$ cat config.mk
export PLATFORM = sky130hd
export DESIGN_NAME = lse_isqrt
export DESIGN_NICKNAME = d
export VERILOG_FILES = /design/src/hw/rtl/lse_pkg.sv /design/src/hw/rtl/lse_isqrt.sv
export SDC_FILE = /design/constraint.sdc
export NUM_CORES = 1
export LEC_CHECK = 0
export BUFFER_PORTS_ARGS = -buffer_cell sky130_fd_sc_hd__buf_2
export CORE_ASPECT_RATIO = 1.4
export CORE_MARGIN = 1
export CORE_UTILIZATION = 50
export CTS_CLUSTER_DIAMETER = 50
export DETAILED_ROUTE_END_ITERATION = 10
export PLACE_DENSITY = 0.68
export SYNTH_ARGS = -nofsm -noshare
export SYNTH_HDL_FRONTEND = slang
export SYNTH_SLANG_ARGS = --single-unit
$ cat constraint.sdc
create_clock -name clock -period 18.75 [get_ports clock]
set_clock_uncertainty 0.2 [all_clocks]
set_input_delay 1.875 -clock clock [delete_from_list [all_inputs] [get_ports clock]]
set_output_delay 1.875 -clock clock [all_outputs]
set_load 0.02 [all_outputs]
$ cat src/hw/rtl/lse_pkg.sv
package lse_pkg;

   // Commands carried by an input item
   localparam logic [1:0] CMD_LOAD_POS  = 2'd0;
   localparam logic [1:0] CMD_LOAD_TOPO = 2'd1;
   localparam logic [1:0] CMD_COMPUTE   = 2'd2;

   // Configuration register indexes
   localparam logic [2:0] CSR_GRAVITY_WEIGHT = 3'd0;
   localparam logic [2:0] CSR_SPRING_WEIGHT  = 3'd1;
   localparam logic [2:0] CSR_SHEAR_WEIGHT   = 3'd2;
   localparam logic [2:0] CSR_BENDING_WEIGHT = 3'd3;
   localparam logic [2:0] CSR_REST_LENGTH    = 3'd4;
   localparam logic [2:0] CSR_PARTICLE_COUNT = 3'd5;

   localparam int POS_W     = 32;
   localparam int IDX_W     = 10;
   localparam int FLAG_W    = 10;
   localparam int ENERGY_W  = 48;
   localparam int ROOT_W    = 33;
   localparam int DIV_NUM_W = 48;
   localparam int DIV_DEN_W = 34;
   localparam int DIV_CNT_W = $clog2(DIV_NUM_W);

   typedef struct packed {
      logic        start;
      logic [63:0] radicand;
   } sqrt_req_type;

   typedef struct packed {
      logic              done;
      logic [ROOT_W-1:0] root;
   } sqrt_rsp_type;

   typedef struct packed {
      logic                 start;
      logic [DIV_NUM_W-1:0] num;
      logic [DIV_DEN_W-1:0] den;
   } div_req_type;

   typedef struct packed {
      logic                 done;
      logic [DIV_NUM_W-1:0] quo;
      logic [DIV_DEN_W-1:0] rem;
   } div_rsp_type;

endpackage

$ cat src/hw/rtl/lse_isqrt.sv
module lse_isqrt import lse_pkg::*; (
   input  logic         clock,
   input  logic         reset,
   input  sqrt_req_type sqrt_req,
   output sqrt_rsp_type sqrt_rsp
);

   logic        busy_ff;
   logic        done_ff;
   logic [63:0] v_ff;
   logic [63:0] r_ff;
   logic [63:0] bit_ff;
   logic [63:0] trial;

   assign trial = r_ff + bit_ff;

   // one result bit per cycle
   always_ff @(posedge clock) begin
      if (reset) begin
         busy_ff <= 1'b0;
         done_ff <= 1'b0;
      end else begin
         done_ff <= 1'b0;
         if (sqrt_req.start) begin
            busy_ff <= 1'b1;
            v_ff    <= sqrt_req.radicand;
            r_ff    <= '0;
            bit_ff  <= 64'h4000_0000_0000_0000;
         end else if (busy_ff) begin
            if (v_ff >= trial) begin
               v_ff <= v_ff - trial;
               r_ff <= (r_ff >> 1) + bit_ff;
            end else begin
               r_ff <= r_ff >> 1;
            end
            bit_ff <= bit_ff >> 2;
            if (bit_ff[0]) begin
               busy_ff <= 1'b0;
               done_ff <= 1'b1;
            end
         end
      end
   end

   assign sqrt_rsp.done = done_ff;
   assign sqrt_rsp.root = r_ff[ROOT_W-1:0];

endmodule

==> flow_metrics.py, run 1 <==
metrics = {
    "outcome": {
        "status": "completed",
    },
    "route": {
        "drtIter0Drc": 948,
        "routedWlPerCell_um": 20.8,
        "vias_per_cell": 6.33,
        "antenna_left": 0,
        "drcViolationCount": 0,
        "dr.pass1.iters": 7,
        "routed_wl_mm": 48.0,
        "vias": 14600,
    },
    "global_routing": {
        "grt-ovfl-total": 0,
        "grt_usage_pct": 29.7,
        "grt_pass1_vias": 14600,
        "antenna_found_initial": 0,
        "grt_max_degree": 108,
        "grt_pass1_wl_mm": 76.2,
    },
    "logic_synthesis": {
        "synth_edf_count": 160,
        "yosys_warnings": 0,
        "postSynthAreaPerCell_sq_um": 8.45,
        "ys_types": 82,
        "netlist_area_sq_um": 16000,
        "synthFlopType": "edfxtp_1",
        "syn_nets": 2088,
        "synth_cells": 1890,
        "ys_ff_latch": 162,
        "synth-async-reset-ratio_pct": 0,
        "ys_seq_area_share_pct": 30.3,
    },
    "clocking": {
        "hold_buffers": 0,
        "clk_latency_ps": 470,
        "htreeDepth": 4,
        "cts_resized": 0,
        "clockBufferDepth": 2,
        "path_clk_slew_ps": 70,
        "cts_buffers": 17,
        "clock-sinks": 162,
        "clock-root-buffer": "clkbuf_16",
        "cts_setup_buffers": 0,
        "cts_tree": "done",
    },
    "floorplan": {
        "initial_utilization_pct": 50.7,
        "die-area_sq_um": 32700,
        "pin_count": 101,
        "die_y_um": 214,
        "num_rows": 77,
        "dieWidth_um": 153,
        "core_area_sq_um": 31500,
    },
    "timing": {
        "final.setup.tns_ps": 0,
        "period_share_pct": 40.8,
        "drv_slew": 0,
        "hold_viol": 0,
        "rsz0062_at_grt": "no",
        "setup_viol": 0,
        "max_freq_ghz": 0.131,
        "worst_pin_slew_ps": 991,
        "maxSlewHeadroom_pct": 33.9,
        "finalCriticalPeriod_ps": 7650,
    },
    "power": {
        "power.density_nw_per_um2": 95.3,
        "seqPwrFrac_pct": 31.1,
        "switching_share_pct": 42.5,
        "p_sw_w": 0.000689,
        "clkPwrFrac_pct": 22.2,
        "vdd_drop_max_mv": 0.0558,
        "internal_power_w": 0.000934,
        "combPwrFrac_pct": 46.7,
        "p_leak_nw": 6.49,
    },
    "cells_and_area": {
        "nets": 2100,
        "final_area_sq_um": 17000,
        "mostFrequentLayoutCells": "nand2_1 (206), nor2_1 (169), edfxtp_1 (160), o21ai_0 (156), ha_1 (130)",
        "n_antenna_cell": 0,
        "layout_commonest_cell": "nand2_1",
        "area_delta_synth_final_pct": 6.60,
        "drive_gt1_share_pct": 10.1,
    },
    "setup_path": {
        "cp_max_fo": 64,
        "cp-end-kind": "register",
        "worstPathRequired_ps": 18630,
        "crit_type": "register to register",
        "worst_ep_arrival_time_ps": 7540,
        "startpoint_type": "register",
    },
    "placed_design": {
        "dp_hpwl_mm": 36.6,
        "placed_area_sq_um": 16500,
        "port_buffers": 100,
        "gp_congestion": 0.982,
    },
    "min_path": {
        "hold_class": "register to register",
    },
    "run": {
        "drv_cap": 0,
    },
}
[sequential cells by signal (all words and copies together), names as in the netlist]
name and cells:
r_ff 64, v_ff 64, done_ff 1, bit_ff 32, busy_ff 1
[cells by family (layout without fill, tap and decap cells)]
| kind of cell | Yosys count | after routing | synth area share [%] |
|---|---|---|---|
| AND/OR/NAND/NOR | 660 | 660 | 19.6 |
| AO/OA/AOI/OAI | 616 | 616 | 25.9 |
| flip-flops | 162 | 162 | 30.3 |
| XOR/XNOR | 159 | 159 | 8.72 |
| buffers and inverters | 157 | 182 | 4.78 |
| adder cells (fa/ha/maj) | 131 | 131 | 10.3 |
| multiplexers | 5 | 5 | 0.345 |
[synthesized netlist by cell type, drive strengths merged (7+ instances only)]
master,n,area [sq um]
o21a,24,181
xor2,90,788
buf,49,358
a31o,11,96.3
nor3,43,215
a311oi,8,70.1
xnor2,69,604
a211oi,41,403
a21oi,119,607
inv,40,150
nor2b,48,300
nand2,206,773
o211ai,13,103
and4,9,78.8
a21boi,8,60.1
a31oi,59,369
nand3,39,195
clkbuf,68,255
and3,13,81.3
nor2,172,651
a21o,45,338
nand4,48,300
and2,17,106
or3,18,113
o22ai,7,43.8
nand2b,15,93.8
edfxtp,160,4800
o21ai,161,806
o21bai,48,360
ha,130,1630
nor4,10,62.6
o31ai,11,82.6
[routing by layer]
layer,up-vias,wire length [um],share of wire (%),global-route usage (%)
li1,7061,-,-,-
met1,6966,18500,38,31.3
met2,449,25100,52,56.9
met3,142,1870,3.9,3.27
met4,0,2570,5.3,18.0
met5,-,0,0,0
[per-stage QoR]
step                power (W)  setup WS, ps  util [%]  cells  hold slack [ps]
global placement      0.00125         11430      52.2   2278              278
finish                0.00162         11100      54.1   2310              301
global route          0.00172         10680      54.1   2310              324
CTS                   0.00162         11310      54.1   2310              307
floorplan             0.00108          6550         -   1890              263
detailed placement    0.00126         11360      52.2   2278              298
[worst max-delay path, stage by stage (launching register included)]
cell and delay (ps):
edfxtp_1 470, ha_1 410, a31o_2 200, a31oi_1 230
nor4b_1 560, o21ai_0 270, a21oi_1 270, o211ai_1 170
o31ai_1 450, a21boi_0 230, xor2_1 210, ha_1 420
a21oi_1 290, o21bai_1 100, a21oi_1 170, o21ai_0 120
a221o_1 370, a221o_1 340, buf_4 240, nor2_2 700
buf_4 310, a21boi_4 60, buf_4 390
[layout make-up]
cell class / count / area, sq um
clock buffers: 18 / 429
clock inverters: 14 / 144
fillers: 3049 / 14500
inverters: 40 / 150
multi-input cells: 1571 / 10400
flip-flops and latches: 162 / 4840
well taps: 395 / 494
repair buffers: 110 / 582
[path summary, 6_finish.rpt]
kind | startpoint | to | slack, ps | depth (start not counted)
min | busy_ff$_SDFF_PP0_ | done_ff$_SDFF_PP0_ | 300 | 1
min reg2reg | busy_ff$_SDFF_PP0_ | done_ff$_SDFF_PP0_ | 300 | 1
max reg2reg | r_ff[2]$_SDFFCE_PP0P_ | v_ff[15]$_DFFE_PP_ | 11100 | 22
max | r_ff[2]$_SDFFCE_PP0P_ | v_ff[15]$_DFFE_PP_ | 11100 | 22
[power by group through the flow]
| stage | Sequential [W] | Combinational, W | Clock [W] |
|---|---|---|---|
| after global routing | 0.000508 | 0.000835 | 0.000375 |
| after floorplan | 0.000491 | 0.000587 | 0 |
| after CTS | 0.000504 | 0.000751 | 0.000365 |
| after global placement | 0.000511 | 0.000739 | 0 |
| final | 0.000504 | 0.000758 | 0.000361 |
| after detailed placement | 0.000511 | 0.000746 | 0 |
Note: power is estimated with default switching activity, not from simulation.
==> run 2, diff against run 1 <==
Settings changed: PLACE_DENSITY 0.68 to 0.7.
Clock period 18.75 ns to 6.39 ns, I/O delays scaled along.
==> flow_metrics.py, run 2 (synthesis gave the netlist of run 1 again) <==
metrics = {
    "placed_design": {
        "dp_hpwl_mm": 37.2,
        "gp_congestion": 0.997,
        "port_buffers": 100,
        "dp.cells": 2307,
    },
    "cells_and_area": {
        "mostFrequentLayoutCells": "nand2_1 (203), nor2_1 (167), edfxtp_1 (160), o21ai_0 (153), ha_1 (125)",
        "multi_input_area_sq_um": 10500,
        "seqCellArea_sq_um": 4840,
        "layout_commonest_cell": "nand2_1",
        "area_delta_synth_final_pct": 9.50,
        "n_antenna_cell": 0,
        "top_regs": "r_ff: 64 flops, v_ff: 64 flops, bit_ff: 32 flops",
        "n_fill_cell": 2925,
        "nets": 2129,
        "drive_gt1_share_pct": 12.4,
        "stdcell_count": 2339,
        "final_core_util_pct": 55.5,
    },
    "global_routing": {
        "grt_pass1_vias": 14800,
        "antenna_found_initial": 0,
        "grt_pass1_wl_mm": 76.8,
        "grt_max_degree": 128,
        "grt_usage_pct": 30.1,
        "grt-ovfl-total": 0,
    },
    "setup_path": {
        "crit_type": "register to register",
        "cp_max_fo": 54,
        "worstPathRequired_ps": 6380,
        "crit_path_top_delay_cell": "or3_1",
        "crit_family": "compound AO/OA/AOI/OAI gates",
        "worst_ep_arrival_time_ps": 6210,
        "crit_chain": "ha_2 > ha_2 > a211oi_4 > o31ai_4 > nor4b_1 > or3_1 > o31a_1 > o2111ai_4 > a21oi_2 > o211a_1 > a311oi_1 > ha_1 > inv_1 > o21bai_1 > a21oi_1 > o21ai_0 > a221o_1 > a221o_1 > or2_2 > buf_12 > nor2_1 > a211oi_2",
        "startpoint_type": "register",
        "cp-end-kind": "register",
        "path_buf_inv": 2,
        "crit_path_max_incr_delay_ps": 460,
    },
    "floorplan": {
        "num_rows": 77,
        "die-area_sq_um": 32700,
        "die_y_um": 214,
        "core_area_sq_um": 31500,
        "dieWidth_um": 153,
        "initial_utilization_pct": 50.7,
        "pin_count": 101,
    },
    "power": {
        "vdd_drop_max_mv": 0.156,
        "p_leak_nw": 6.69,
        "power.density_nw_per_um2": 279,
        "power_w": 0.00489,
    },
    "route": {
        "vias_per_cell": 6.42,
        "dr.pass1.iters": 6,
        "routed_wl_mm": 48.5,
        "drcViolationCount": 0,
        "antenna_left": 0,
        "vias": 15000,
        "drtIter0Drc": 1308,
        "routedWlPerCell_um": 20.8,
    },
    "run": {
        "drv_cap": 0,
    },
    "timing": {
        "period_share_pct": 97.4,
        "hold_slack_ps": 209,
        "hold_viol": 0,
        "finalCriticalPeriod_ps": 6220,
        "drv_slew": 0,
        "rsz0062_at_grt": "no",
        "setup_viol": 0,
        "max_freq_ghz": 0.161,
        "maxSlewHeadroom_pct": 26.4,
        "worst_pin_slew_ps": 1100,
    },
    "clocking": {
        "cts_tree": "done",
        "clk_latency_ps": 460,
        "cts_buffers": 17,
        "htreeDepth": 4,
        "clockBufferDepth": 2,
        "path_clk_slew_ps": 70,
        "cts_resized": 0,
        "hold_buffers": 0,
        "clock-sinks": 162,
        "cts_setup_buffers": 0,
        "clock-root-buffer": "clkbuf_16",
    },
    "outcome": {
        "status": "completed",
    },
    "min_path": {
        "hold_class": "input port to register",
    },
}
[run 2: cell types whose count changed in the layout (fill, tap and decap cells not counted), moves of 3 or more]
cell	change
nand2_1	-3
inv_8	-4
buf_12	+6
a21oi_1	-4
ha_2	+3
ha_1	-5
a21oi_2	+4
o21ai_1	+3
o21ai_0	-3
buf_4	+23
[run 2: power breakdown]
part	total (W)	internal, W	leakage [nW]	switching, W
Clock	0.00110	0.000620	0.291	0.000480
Sequential	0.00146	0.00134	1.55	0.000118
Combinational	0.00233	0.000904	4.85	0.00142
[run 2: worst paths after layout]
check	from	end	slack, ps	depth (start not counted)
setup / recovery	bit_ff[0]$_SDFFCE_PP0P_	r_ff[8]$_SDFFCE_PP0P_	170	22
hold / removal	reset	busy_ff$_SDFF_PP0_	210	2
setup reg to reg	bit_ff[0]$_SDFFCE_PP0P_	r_ff[8]$_SDFFCE_PP0P_	170	22
hold reg to reg	busy_ff$_SDFF_PP0_	done_ff$_SDFF_PP0_	290	1
[run 2: routing by layer]
metal,global-route usage (%),part of all wire (%),wire [um]
met1,31.9,38,18300
met3,3.86,4.9,2400
met4,20.9,6.7,3250
met2,55.7,51,24600
met5,0,0,0
[run 2: layout make-up]
type / instances / area share [%]
inverter: 40 / 0.858
clock inverter: 14 / 1.00
tap: 395 / 2.82
multi-input combinational: 1571 / 60.2
clock buffer: 18 / 2.45
sequential: 162 / 27.7
timing repair buffer: 139 / 5.00
[run 2: stage by stage]
step / TNS, ps / setup slack (ps) / cell area, sq um
global placement: 0 / 138 / 16900
finish: 0 / 167 / 17500
global route: 0 / 1.55 / 17500
floorplan: -207440 / -3240 / 16100
CTS: 0 / 77.9 / 17500
detailed placement: 0 / 107 / 16900
[run 2: worst register-to-register path: stages, from the launching register on]
cell	delay, ps
edfxtp_1	440
ha_2	210
ha_2	200
a211oi_4	310
o31ai_4	130
nor4b_1	180
or3_1	460
o31a_1	410
o2111ai_4	250
a21oi_2	130
o211a_1	240
a311oi_1	330
ha_1	310
inv_1	130
o21bai_1	90
a21oi_1	180
o21ai_0	140
a221o_1	360
a221o_1	450
or2_2	340
buf_12	210
nor2_1	200
a211oi_2	60
