--- src/hw/rtl/lse_pkg.sv ---
package lse_pkg;

   // Commands carried by an input item
   localparam logic [1:0] CMD_LOAD_POS  = 2'd0;
   localparam logic [1:0] CMD_LOAD_TOPO = 2'd1;
   localparam logic [1:0] CMD_COMPUTE   = 2'd2;

   // Configuration register indexes
   localparam logic [2:0] CSR_GRAVITY_WEIGHT = 3'd0;
   localparam logic [2:0] CSR_SPRING_WEIGHT  = 3'd1;
   localparam logic [2:0] CSR_SHEAR_WEIGHT   = 3'd2;
   localparam logic [2:0] CSR_BENDING_WEIGHT = 3'd3;
   localparam logic [2:0] CSR_REST_LENGTH    = 3'd4;
   localparam logic [2:0] CSR_PARTICLE_COUNT = 3'd5;

   localparam int POS_W     = 32;
   localparam int IDX_W     = 10;
   localparam int FLAG_W    = 10;
   localparam int ENERGY_W  = 48;
   localparam int ROOT_W    = 33;
   localparam int DIV_NUM_W = 48;
   localparam int DIV_DEN_W = 34;
   localparam int DIV_CNT_W = $clog2(DIV_NUM_W);

   typedef struct packed {
      logic        start;
      logic [63:0] radicand;
   } sqrt_req_type;

   typedef struct packed {
      logic              done;
      logic [ROOT_W-1:0] root;
   } sqrt_rsp_type;

   typedef struct packed {
      logic                 start;
      logic [DIV_NUM_W-1:0] num;
      logic [DIV_DEN_W-1:0] den;
   } div_req_type;

   typedef struct packed {
      logic                 done;
      logic [DIV_NUM_W-1:0] quo;
      logic [DIV_DEN_W-1:0] rem;
   } div_rsp_type;

endpackage

--- src/hw/rtl/lse_divider.sv ---
module lse_divider import lse_pkg::*; (
   input  logic        clock,
   input  logic        reset,
   input  div_req_type div_req,
   output div_rsp_type div_rsp
);

   logic                 busy_ff;
   logic                 done_ff;
   logic [DIV_CNT_W-1:0] cnt_ff;
   logic [DIV_DEN_W-1:0] den_ff;
   logic [DIV_DEN_W-1:0] rem_ff;
   logic [DIV_NUM_W-1:0] quo_ff;
   logic [DIV_DEN_W:0]   shifted;
   logic [DIV_DEN_W+1:0] diff;

   assign shifted = {rem_ff, quo_ff[DIV_NUM_W-1]};
   assign diff    = {1'b0, shifted} - {2'b0, den_ff};

   // restoring division, one quotient bit per cycle
   always_ff @(posedge clock) begin
      if (reset) begin
         busy_ff <= 1'b0;
         done_ff <= 1'b0;
      end else begin
         done_ff <= 1'b0;
         if (div_req.start) begin
            busy_ff <= 1'b1;
            cnt_ff  <= DIV_CNT_W'(DIV_NUM_W - 1);
            den_ff  <= div_req.den;
            rem_ff  <= '0;
            quo_ff  <= div_req.num;
         end else if (busy_ff) begin
            if (!diff[DIV_DEN_W+1]) begin
               rem_ff <= diff[DIV_DEN_W-1:0];
               quo_ff <= {quo_ff[DIV_NUM_W-2:0], 1'b1};
            end else begin
               rem_ff <= shifted[DIV_DEN_W-1:0];
               quo_ff <= {quo_ff[DIV_NUM_W-2:0], 1'b0};
            end
            cnt_ff <= cnt_ff - 1'b1;
            if (cnt_ff == '0) begin
               busy_ff <= 1'b0;
               done_ff <= 1'b1;
            end
         end
      end
   end

   assign div_rsp.done = done_ff;
   assign div_rsp.quo  = quo_ff;
   assign div_rsp.rem  = rem_ff;

endmodule
--- config.mk ---
export PLATFORM = sky130hd
export DESIGN_NAME = lse_divider
export DESIGN_NICKNAME = d
export VERILOG_FILES = /design/src/hw/rtl/lse_pkg.sv /design/src/hw/rtl/lse_divider.sv
export SDC_FILE = /design/constraint.sdc
export NUM_CORES = 1
export LEC_CHECK = 0
export ABC_AREA = 0
export BUFFER_PORTS_ARGS = -buffer_cell sky130_fd_sc_hd__buf_4
export CAP_MARGIN = 20
export CORE_UTILIZATION = 56
export CTS_BUF_LIST = sky130_fd_sc_hd__clkbuf_8
export CTS_CLUSTER_SIZE = 25
export DETAILED_ROUTE_END_ITERATION = 7
export MAX_ROUTING_LAYER = met4
export PLACE_DENSITY = 0.91
export SYNTH_ARGS = -nofsm -noshare
export SYNTH_HDL_FRONTEND = slang
export SYNTH_SLANG_ARGS = --single-unit
--- constraint.sdc ---
create_clock -name clock -period 7.7 [get_ports clock]
set_input_delay 1.54 -clock clock [delete_from_list [all_inputs] [get_ports clock]]
set_output_delay 1.54 -clock clock [all_outputs]
set_load 0.01 [all_outputs]
==> results of run 1 <==
==> metrics by stage <==
stage                     area [um2]  hold WS, ps
final                           8730          501
after global routing            8730          512
after CTS                       8700          503
after detailed placement        8320          494
after global placement          8320          494
after floorplan                 6950          460
==> state kept, by name (all words and copies together), names as in the netlist <==
signal	flops
busy_ff	1
den_ff	34
done_ff	1
rem_ff	34
quo_ff	48
cnt_ff	6
==> final timing paths <==
kind              cells after the start  slack, ps                       end
setup / recovery                      4       4020  rem_ff[22]$_SDFFCE_PP0P_
hold / removal                        1        500        done_ff$_SDFF_PP0_
setup reg to reg                     10       4170   rem_ff[1]$_SDFFCE_PP0P_
hold reg to reg                       1        500        done_ff$_SDFF_PP0_
==> cell type report <==
cell class	instances	area [um2]
clock buffers	18	248
clock inverters	14	131
fillers	861	3330
inverters	44	165
multi-input cells	391	2970
flip-flops and latches	124	3700
well taps	168	210
repair buffers	171	1300
==> cells in the final DEF, fill, tap and decap left out, types with 2 or more instances in the layout <==
| master | instances |
|---|---|
| sky130_fd_sc_hd__or3_1 | 4 |
| sky130_fd_sc_hd__o21ai_0 | 12 |
| sky130_fd_sc_hd__nor2b_1 | 3 |
| sky130_fd_sc_hd__and2_1 | 6 |
| sky130_fd_sc_hd__o31ai_1 | 2 |
| sky130_fd_sc_hd__mux2i_1 | 22 |
| sky130_fd_sc_hd__xnor2_1 | 16 |
| sky130_fd_sc_hd__nor3_1 | 6 |
| sky130_fd_sc_hd__clkbuf_8 | 18 |
| sky130_fd_sc_hd__and3_1 | 7 |
| sky130_fd_sc_hd__o21bai_1 | 4 |
| sky130_fd_sc_hd__clkinvlp_4 | 3 |
| sky130_fd_sc_hd__and4_1 | 2 |
| sky130_fd_sc_hd__buf_4 | 170 |
| sky130_fd_sc_hd__o211ai_1 | 10 |
| sky130_fd_sc_hd__nor2_1 | 50 |
| sky130_fd_sc_hd__xor2_1 | 15 |
| sky130_fd_sc_hd__edfxtp_1 | 122 |
| sky130_fd_sc_hd__a21o_1 | 14 |
| sky130_fd_sc_hd__a211oi_1 | 18 |
| sky130_fd_sc_hd__nand2_1 | 26 |
| sky130_fd_sc_hd__a21boi_0 | 3 |
| sky130_fd_sc_hd__nand2b_1 | 6 |
| sky130_fd_sc_hd__nand3b_1 | 2 |
| sky130_fd_sc_hd__o2111ai_1 | 2 |
| sky130_fd_sc_hd__clkinv_2 | 4 |
| sky130_fd_sc_hd__or2_0 | 2 |
| sky130_fd_sc_hd__dfxtp_1 | 2 |
| sky130_fd_sc_hd__inv_1 | 47 |
| sky130_fd_sc_hd__a221o_1 | 2 |
| sky130_fd_sc_hd__clkinv_4 | 2 |
| sky130_fd_sc_hd__mux2_2 | 48 |
| sky130_fd_sc_hd__ha_1 | 36 |
| sky130_fd_sc_hd__a31oi_1 | 6 |
| sky130_fd_sc_hd__nand3_1 | 9 |
| sky130_fd_sc_hd__a21oi_1 | 31 |
| sky130_fd_sc_hd__bufinv_16 | 2 |
| sky130_fd_sc_hd__or2_2 | 3 |
| sky130_fd_sc_hd__o21a_1 | 4 |
==> layer usage <==
layer,wire [um],track usage (%),up-vias
li1,-,-,2498
met1,6800,31.1,2513
met2,7830,44.3,207
met3,1010,6.70,38
met4,475,12.3,0
met5,0,-,-
==> power by group through the flow <==
stage / combinational (uW) / clock (uW) / sequential, uW
2_1_floorplan: 325 / 0 / 872
3_3_place_gp: 477 / 0 / 859
3_5_place_dp: 491 / 0 / 862
4_1_cts: 495 / 564 / 848
5_1_grt: 547 / 588 / 853
6_report: 499 / 553 / 847
==> kinds of logic (layout without fill, tap and decap cells) <==
family	count (synthesis)	in the layout
compound gates	121	121
mux	70	70
fa+ha+maj	37	37
buf+inv	65	247
xor+xnor	31	31
flops	124	124
simple gates	132	132
==> critical path, cell delays in order <==
cell	delay [ps]
sky130_fd_sc_hd__buf_4	740
sky130_fd_sc_hd__nor2_1	190
sky130_fd_sc_hd__nor2_4	580
sky130_fd_sc_hd__buf_4	640
==> impl_results.md, run 1 <==
- ANT cells: 0
- Core Footprint: about 12000 um2
- Fraction of power consumed by the clock network: just under 30%
- Slew headroom: between 30% and 40%
- Kind of end point of the critical path: flop
- Wire length of the first global-routing pass: approximately 26000 um
- Post-route setup slack: 4020 ps
- Final sum of negative setup slack: 0 ps
- R2r startpoint: rem_ff[17]$_SDFFCE_PP0P_
- Largest net degree at the start of global routing: ~90
- H-Tree Depth: 4
- Most instantiated flip-flop cell in the synthesis netlist: sky130_fd_sc_hd__edfxtp_1
- Total congestion overflow after global routing: 0
- Count of max-cap constraint violations: 0
- Count of unresolved DRC violations after routing: 0
- Port Buffers: 167
- Top Ports: about 170
- Post-synthesis cell type with the largest combined area: sky130_fd_sc_hd__edfxtp_1
- Initial Utilization: ~58%
- Proportion of layout cells with a drive suffix above 1: 33.5%
- Maximum operating frequency: approximately 270 MHz
- Crit path DAT: 3760 ps
- Total Power: 1900 uW
- Cells after synthesis: between 500 and 600
- Async set-or-reset flop fraction in the synthesized netlist: 0%
- Start point of the worst min-delay path: busy_ff$_SDFF_PP0_
- Internal power component: between 1000 and 1500 uW
- RD Place Congestion: 0.971
- Post-synthesis mux area share: around 11%
- Max VDD drop: roughly 0.00016 V
- Clock-pin slew on the worst setup and hold paths: roughly 70 ps
- Cell count after placement: around 900
- Max-slew violation count: 0
- Standard-cell row count: 40
- Yosys warnings: 0
- First-pass detailed-route iteration total: 4
- Static Leak: around 0.0037 uW
- Period utilisation layout: between 40% and 50%
- Average size of a mapped cell: 12.0 um2
- Logic pwr share: between 20% and 30%
- Detailed Route WL: 16100 um
- Worst-margin pin slew: a little over 1000 ps
- Area share of the largest cell type after synthesis: between 50% and 60%
- Setup repair after global routing missed its margin: false
- Post-CTS setup buffer count: 0
- Fin. Hold Viols: 0
- CP Max Fanout: between 90 and 100
- Vias per Instance: between 5 and 6
- Worst-skew pair later-pin latency: about 440 ps
- Post-DR wirelength/cell: approximately 17 um
- Timing startpoint of the critical path: div_req[82]
- Switch Pwr: between 500 and 600 uW
- Cells resized by post-CTS repair: 0
- TritonCTS clock tree: done
- EDFF count, synth: approximately 120
- Vertical die dimension: between 100 and 150 um
- Type of the most critical hold path: flop to flop
- Post-synthesis compound-gate area fraction: a little under an eighth
- Final period demand of the worst path: roughly 3700 ps
- Finished Layout Cells: 930
- Global-route total usage across every layer: ~27%
- Post-synth design cell area: between 6000 and 7000 um2
- Vias: 5256
- Final setup vio count: 0
- Synth top area cells: sky130_fd_sc_hd__edfxtp_1 53%, sky130_fd_sc_hd__mux2_2 7.8%, sky130_fd_sc_hd__ha_1 6.5%
- Switching fraction of total power: between 20 and 30%
- Area enclosed by the die boundary: 12900 um2
- Dominant combinational cell family by area after synthesis: compound AO/OA/AOI/OAI gates
- Top-count cell post-synth: sky130_fd_sc_hd__edfxtp_1
- Synthesized netlist net count: approximately 700
- Number of unique standard cell types used by synthesis: between 50 and 60
- Clock Root Buffer: sky130_fd_sc_hd__clkbuf_8
- Synthesized-area fraction occupied by and/or/nand/nor cells: between 9 and 10%
- Type of the worst setup path: primary input to flop
- Number of CTS-inserted buffers: 17
- Layout Utilization: between 70% and 80%
- Relative contribution of sequential cells to total power: between 40 and 50%
- Sinks on Clock Net: 124
- HPWL after detailed placement: roughly 12000 um
- Overall die width: about 110 um
- Via count of the first global-routing pass: between 5000 and 6000
- Adder-Cell Fraction of Synth Area: under 10%
- Most instantiated cells after synthesis: 122 x sky130_fd_sc_hd__edfxtp_1, 51 x sky130_fd_sc_hd__nor2_1, 48 x sky130_fd_sc_hd__mux2_2, 44 x sky130_fd_sc_hd__inv_1, 36 x sky130_fd_sc_hd__ha_1
- Routed Antenna Nets: 0
- Power density of the placed cells: between 200 and 250 nW/um2
- Final clock skew: 11.8 ps
- Initial antenna violation count: 0
- Post-synthesis share of cell area spent on xor and xnor gates: roughly 3.9%
- Bufs on Longest Clock Path: 2
- # hold bufs at CTS: 0
- Sequential share of the synthesized area: 53.3%
- Element type at the critical path start: primary input
- Number of nets in the final layout: slightly below 900
- Register bit total from synthesis: about 120
- Number of design-rule violations left by the first detailed-router iteration: 300
- Result of the run: completed
- Worst slack after detailed placement: about 3100 ps
- Required @ worst endpoint: between 7000 and 8000 ps
- Area added between synthesis and finish: 25.6%
No activity file was read; power rests on OpenSTA's default activity.
==> run 2: changes to the inputs <==
==> constraint.sdc (replaced) <==
create_clock -name clock -period 3.8 [get_ports clock]
set_input_delay 0.76 -clock clock [delete_from_list [all_inputs] [get_ports clock]]
set_output_delay 0.76 -clock clock [all_outputs]
set_load 0.01 [all_outputs]
==> impl_results.md, run 2 (synthesized netlist as in run 1, its figures left out) <==
- Result of the run: completed
- Area after DPL: 8360 um2
- Vertical die dimension: approximately 110 um
- Type of the worst setup path: flop to flop
- Total Power: ~3800 uW
- Clock-pin slew on the worst setup and hold paths: ~80 ps
- Fin. Hold Viols: 0
- Wire length of the first global-routing pass: about 27000 um
- Final sum of negative setup slack: 0 ps
- Clock Root Buffer: sky130_fd_sc_hd__clkbuf_8
- Sequence of cells on the critical path: ha_1 > and3_1 > nand2_1 > nor3_1 > o2111ai_1 > a31oi_1 > a31o_2 > buf_4 > mux2i_1 > nor2_1
- Initial antenna violation count: 0
- Largest net degree at the start of global routing: 90
- Element type at the critical path start: flop
- Register with the highest flop count: quo_ff
- Most common cell after layout, fill and taps aside: sky130_fd_sc_hd__buf_4
- Period utilisation layout: between 80% and 90%
- Detailed Route WL: approximately 17000 um
- Final clock skew: 11.2 ps
- Crit path DAT: 3440 ps
- First-pass detailed-route iteration total: 7
- # hold bufs at CTS: 0
- Count of max-cap constraint violations: 0
- Routed Antenna Nets: 0
- Bufs on Longest Clock Path: 2
- TritonCTS clock tree: done
- Highest-count cells in the layout ignoring fill and taps: 172 x sky130_fd_sc_hd__buf_4, 122 x sky130_fd_sc_hd__edfxtp_1, 50 x sky130_fd_sc_hd__nor2_1, 48 x sky130_fd_sc_hd__mux2_2, 44 x sky130_fd_sc_hd__inv_1
- Number of flip-flops under the largest register name: 48
- Max-slew violation count: 0
- Layout Utilization: a little over 70%
- Static Leak: about 0.0037 uW
- Type of the most critical hold path: primary input to flop
- Post-DR wirelength/cell: roughly 18 um
- Post-CTS setup buffer count: 0
- Port Buffers: ~170
- H-Tree Depth: 4
- Standard-cell row count: 40
- Overall die width: around 110 um
- Power density of the placed cells: between 400 and 500 nW/um2
- Core Footprint: approximately 12000 um2
- Number of nets in the final layout: 873
- CP peak stage delay: ~450 ps
- Initial Utilization: just under 60%
- Worst-skew pair later-pin latency: between 400 and 500 ps
- Vias: 5326
- Max VDD drop: approximately 0.00034 V
- Setup repair after global routing missed its margin: false
- Final period demand of the worst path: roughly 3200 ps
- Required @ worst endpoint: 4000 ps
- Via count of the first global-routing pass: between 5000 and 6000
- Sinks on Clock Net: 124
- Number of design-rule violations left by the first detailed-router iteration: 382
- Worst-path cell with the longest stage delay: sky130_fd_sc_hd__ha_1
- Number of CTS-inserted buffers: 17
- Worst-margin pin slew: between 700 and 800 ps
- Total congestion overflow after global routing: 0
- Maximum operating frequency: approximately 310 MHz
- Count of unresolved DRC violations after routing: 0
- Final setup vio count: 0
- Proportion of layout cells with a drive suffix above 1: 34.0%
- RD Place Congestion: 0.920
- CP Max Fanout: 24
- Kind of end point of the critical path: flop
- Area added between synthesis and finish: 25.3%
- Global-route total usage across every layer: ~28%
- Slew headroom: roughly half
- Post-Route Hold Slack: roughly 470 ps
- Area enclosed by the die boundary: around 13000 um2
- Top Ports: ~170
- Vias per Instance: ~5.7
- Final design instance area without fill: about 8700 um2
- Top Registers: quo_ff (48), den_ff (34), rem_ff (34)
- Cells resized by post-CTS repair: 0
- HPWL after detailed placement: roughly 12000 um
- ANT cells: 0
[run 2: cell count changes in the layout (fill, tap and decap cells not counted), sizes merged]
cell | previous run | this run
inv | 47 | 48
buf | 171 | 173
clkbuf | 18 | 17
bufinv | 2 | 0
clkinv | 6 | 8
[run 2: where the power goes]
part           leakage (uW)  switching, uW  internal, uW  total [uW]
clock              0.000173            590           457        1050
sequential          0.00118           68.6          1650        1710
combinational       0.00238            552           480        1030
[run 2: worst paths after layout]
kind,startpoint,to,slack [ps],depth (start not counted)
worst max-delay path,rem_ff[19]$_SDFFCE_PP0P_,rem_ff[12]$_SDFFCE_PP0P_,560,10
worst min-delay path,div_req[1],den_ff[1]$_DFFE_PP_,470,1
worst max register to register,rem_ff[19]$_SDFFCE_PP0P_,rem_ff[12]$_SDFFCE_PP0P_,560,10
worst min register to register,busy_ff$_SDFF_PP0_,done_ff$_SDFF_PP0_,480,1
[run 2: layer usage]
metal | vias to the layer above | share of wire [%] | track usage, %
li1 | 2503 | - | -
met1 | 2553 | 41 | 32.3
met5 | - | 0 | -
met2 | 232 | 50 | 46.8
met3 | 38 | 6.9 | 7.60
met4 | 0 | 2.5 | 11.7
[run 2: stage by stage]
step                      setup slack, ps  instances
after global placement                740        900
final                                 556        932
after detailed placement              626        900
after CTS                             622        932
after global routing                  347        932
after floorplan                       736        580
[run 2: worst max-delay path, delay by kind of cell, from the launching register on]
family	cells	cell delay, ps
multiplexers	1	270
AND/OR/NAND/NOR	4	730
adder cells (fa/ha/maj)	1	450
flip-flops	1	430
buffers and inverters	1	340
AO/OA/AOI/OAI	3	740
[run 2: layout make-up]
cell class	instances	area (um2)
clock inverter	15	116
tap	168	210
sequential	124	3700
clock buffer	17	234
timing repair buffer	173	1310
fill	818	3350
inverter	44	165
multi-input combinational	391	2970
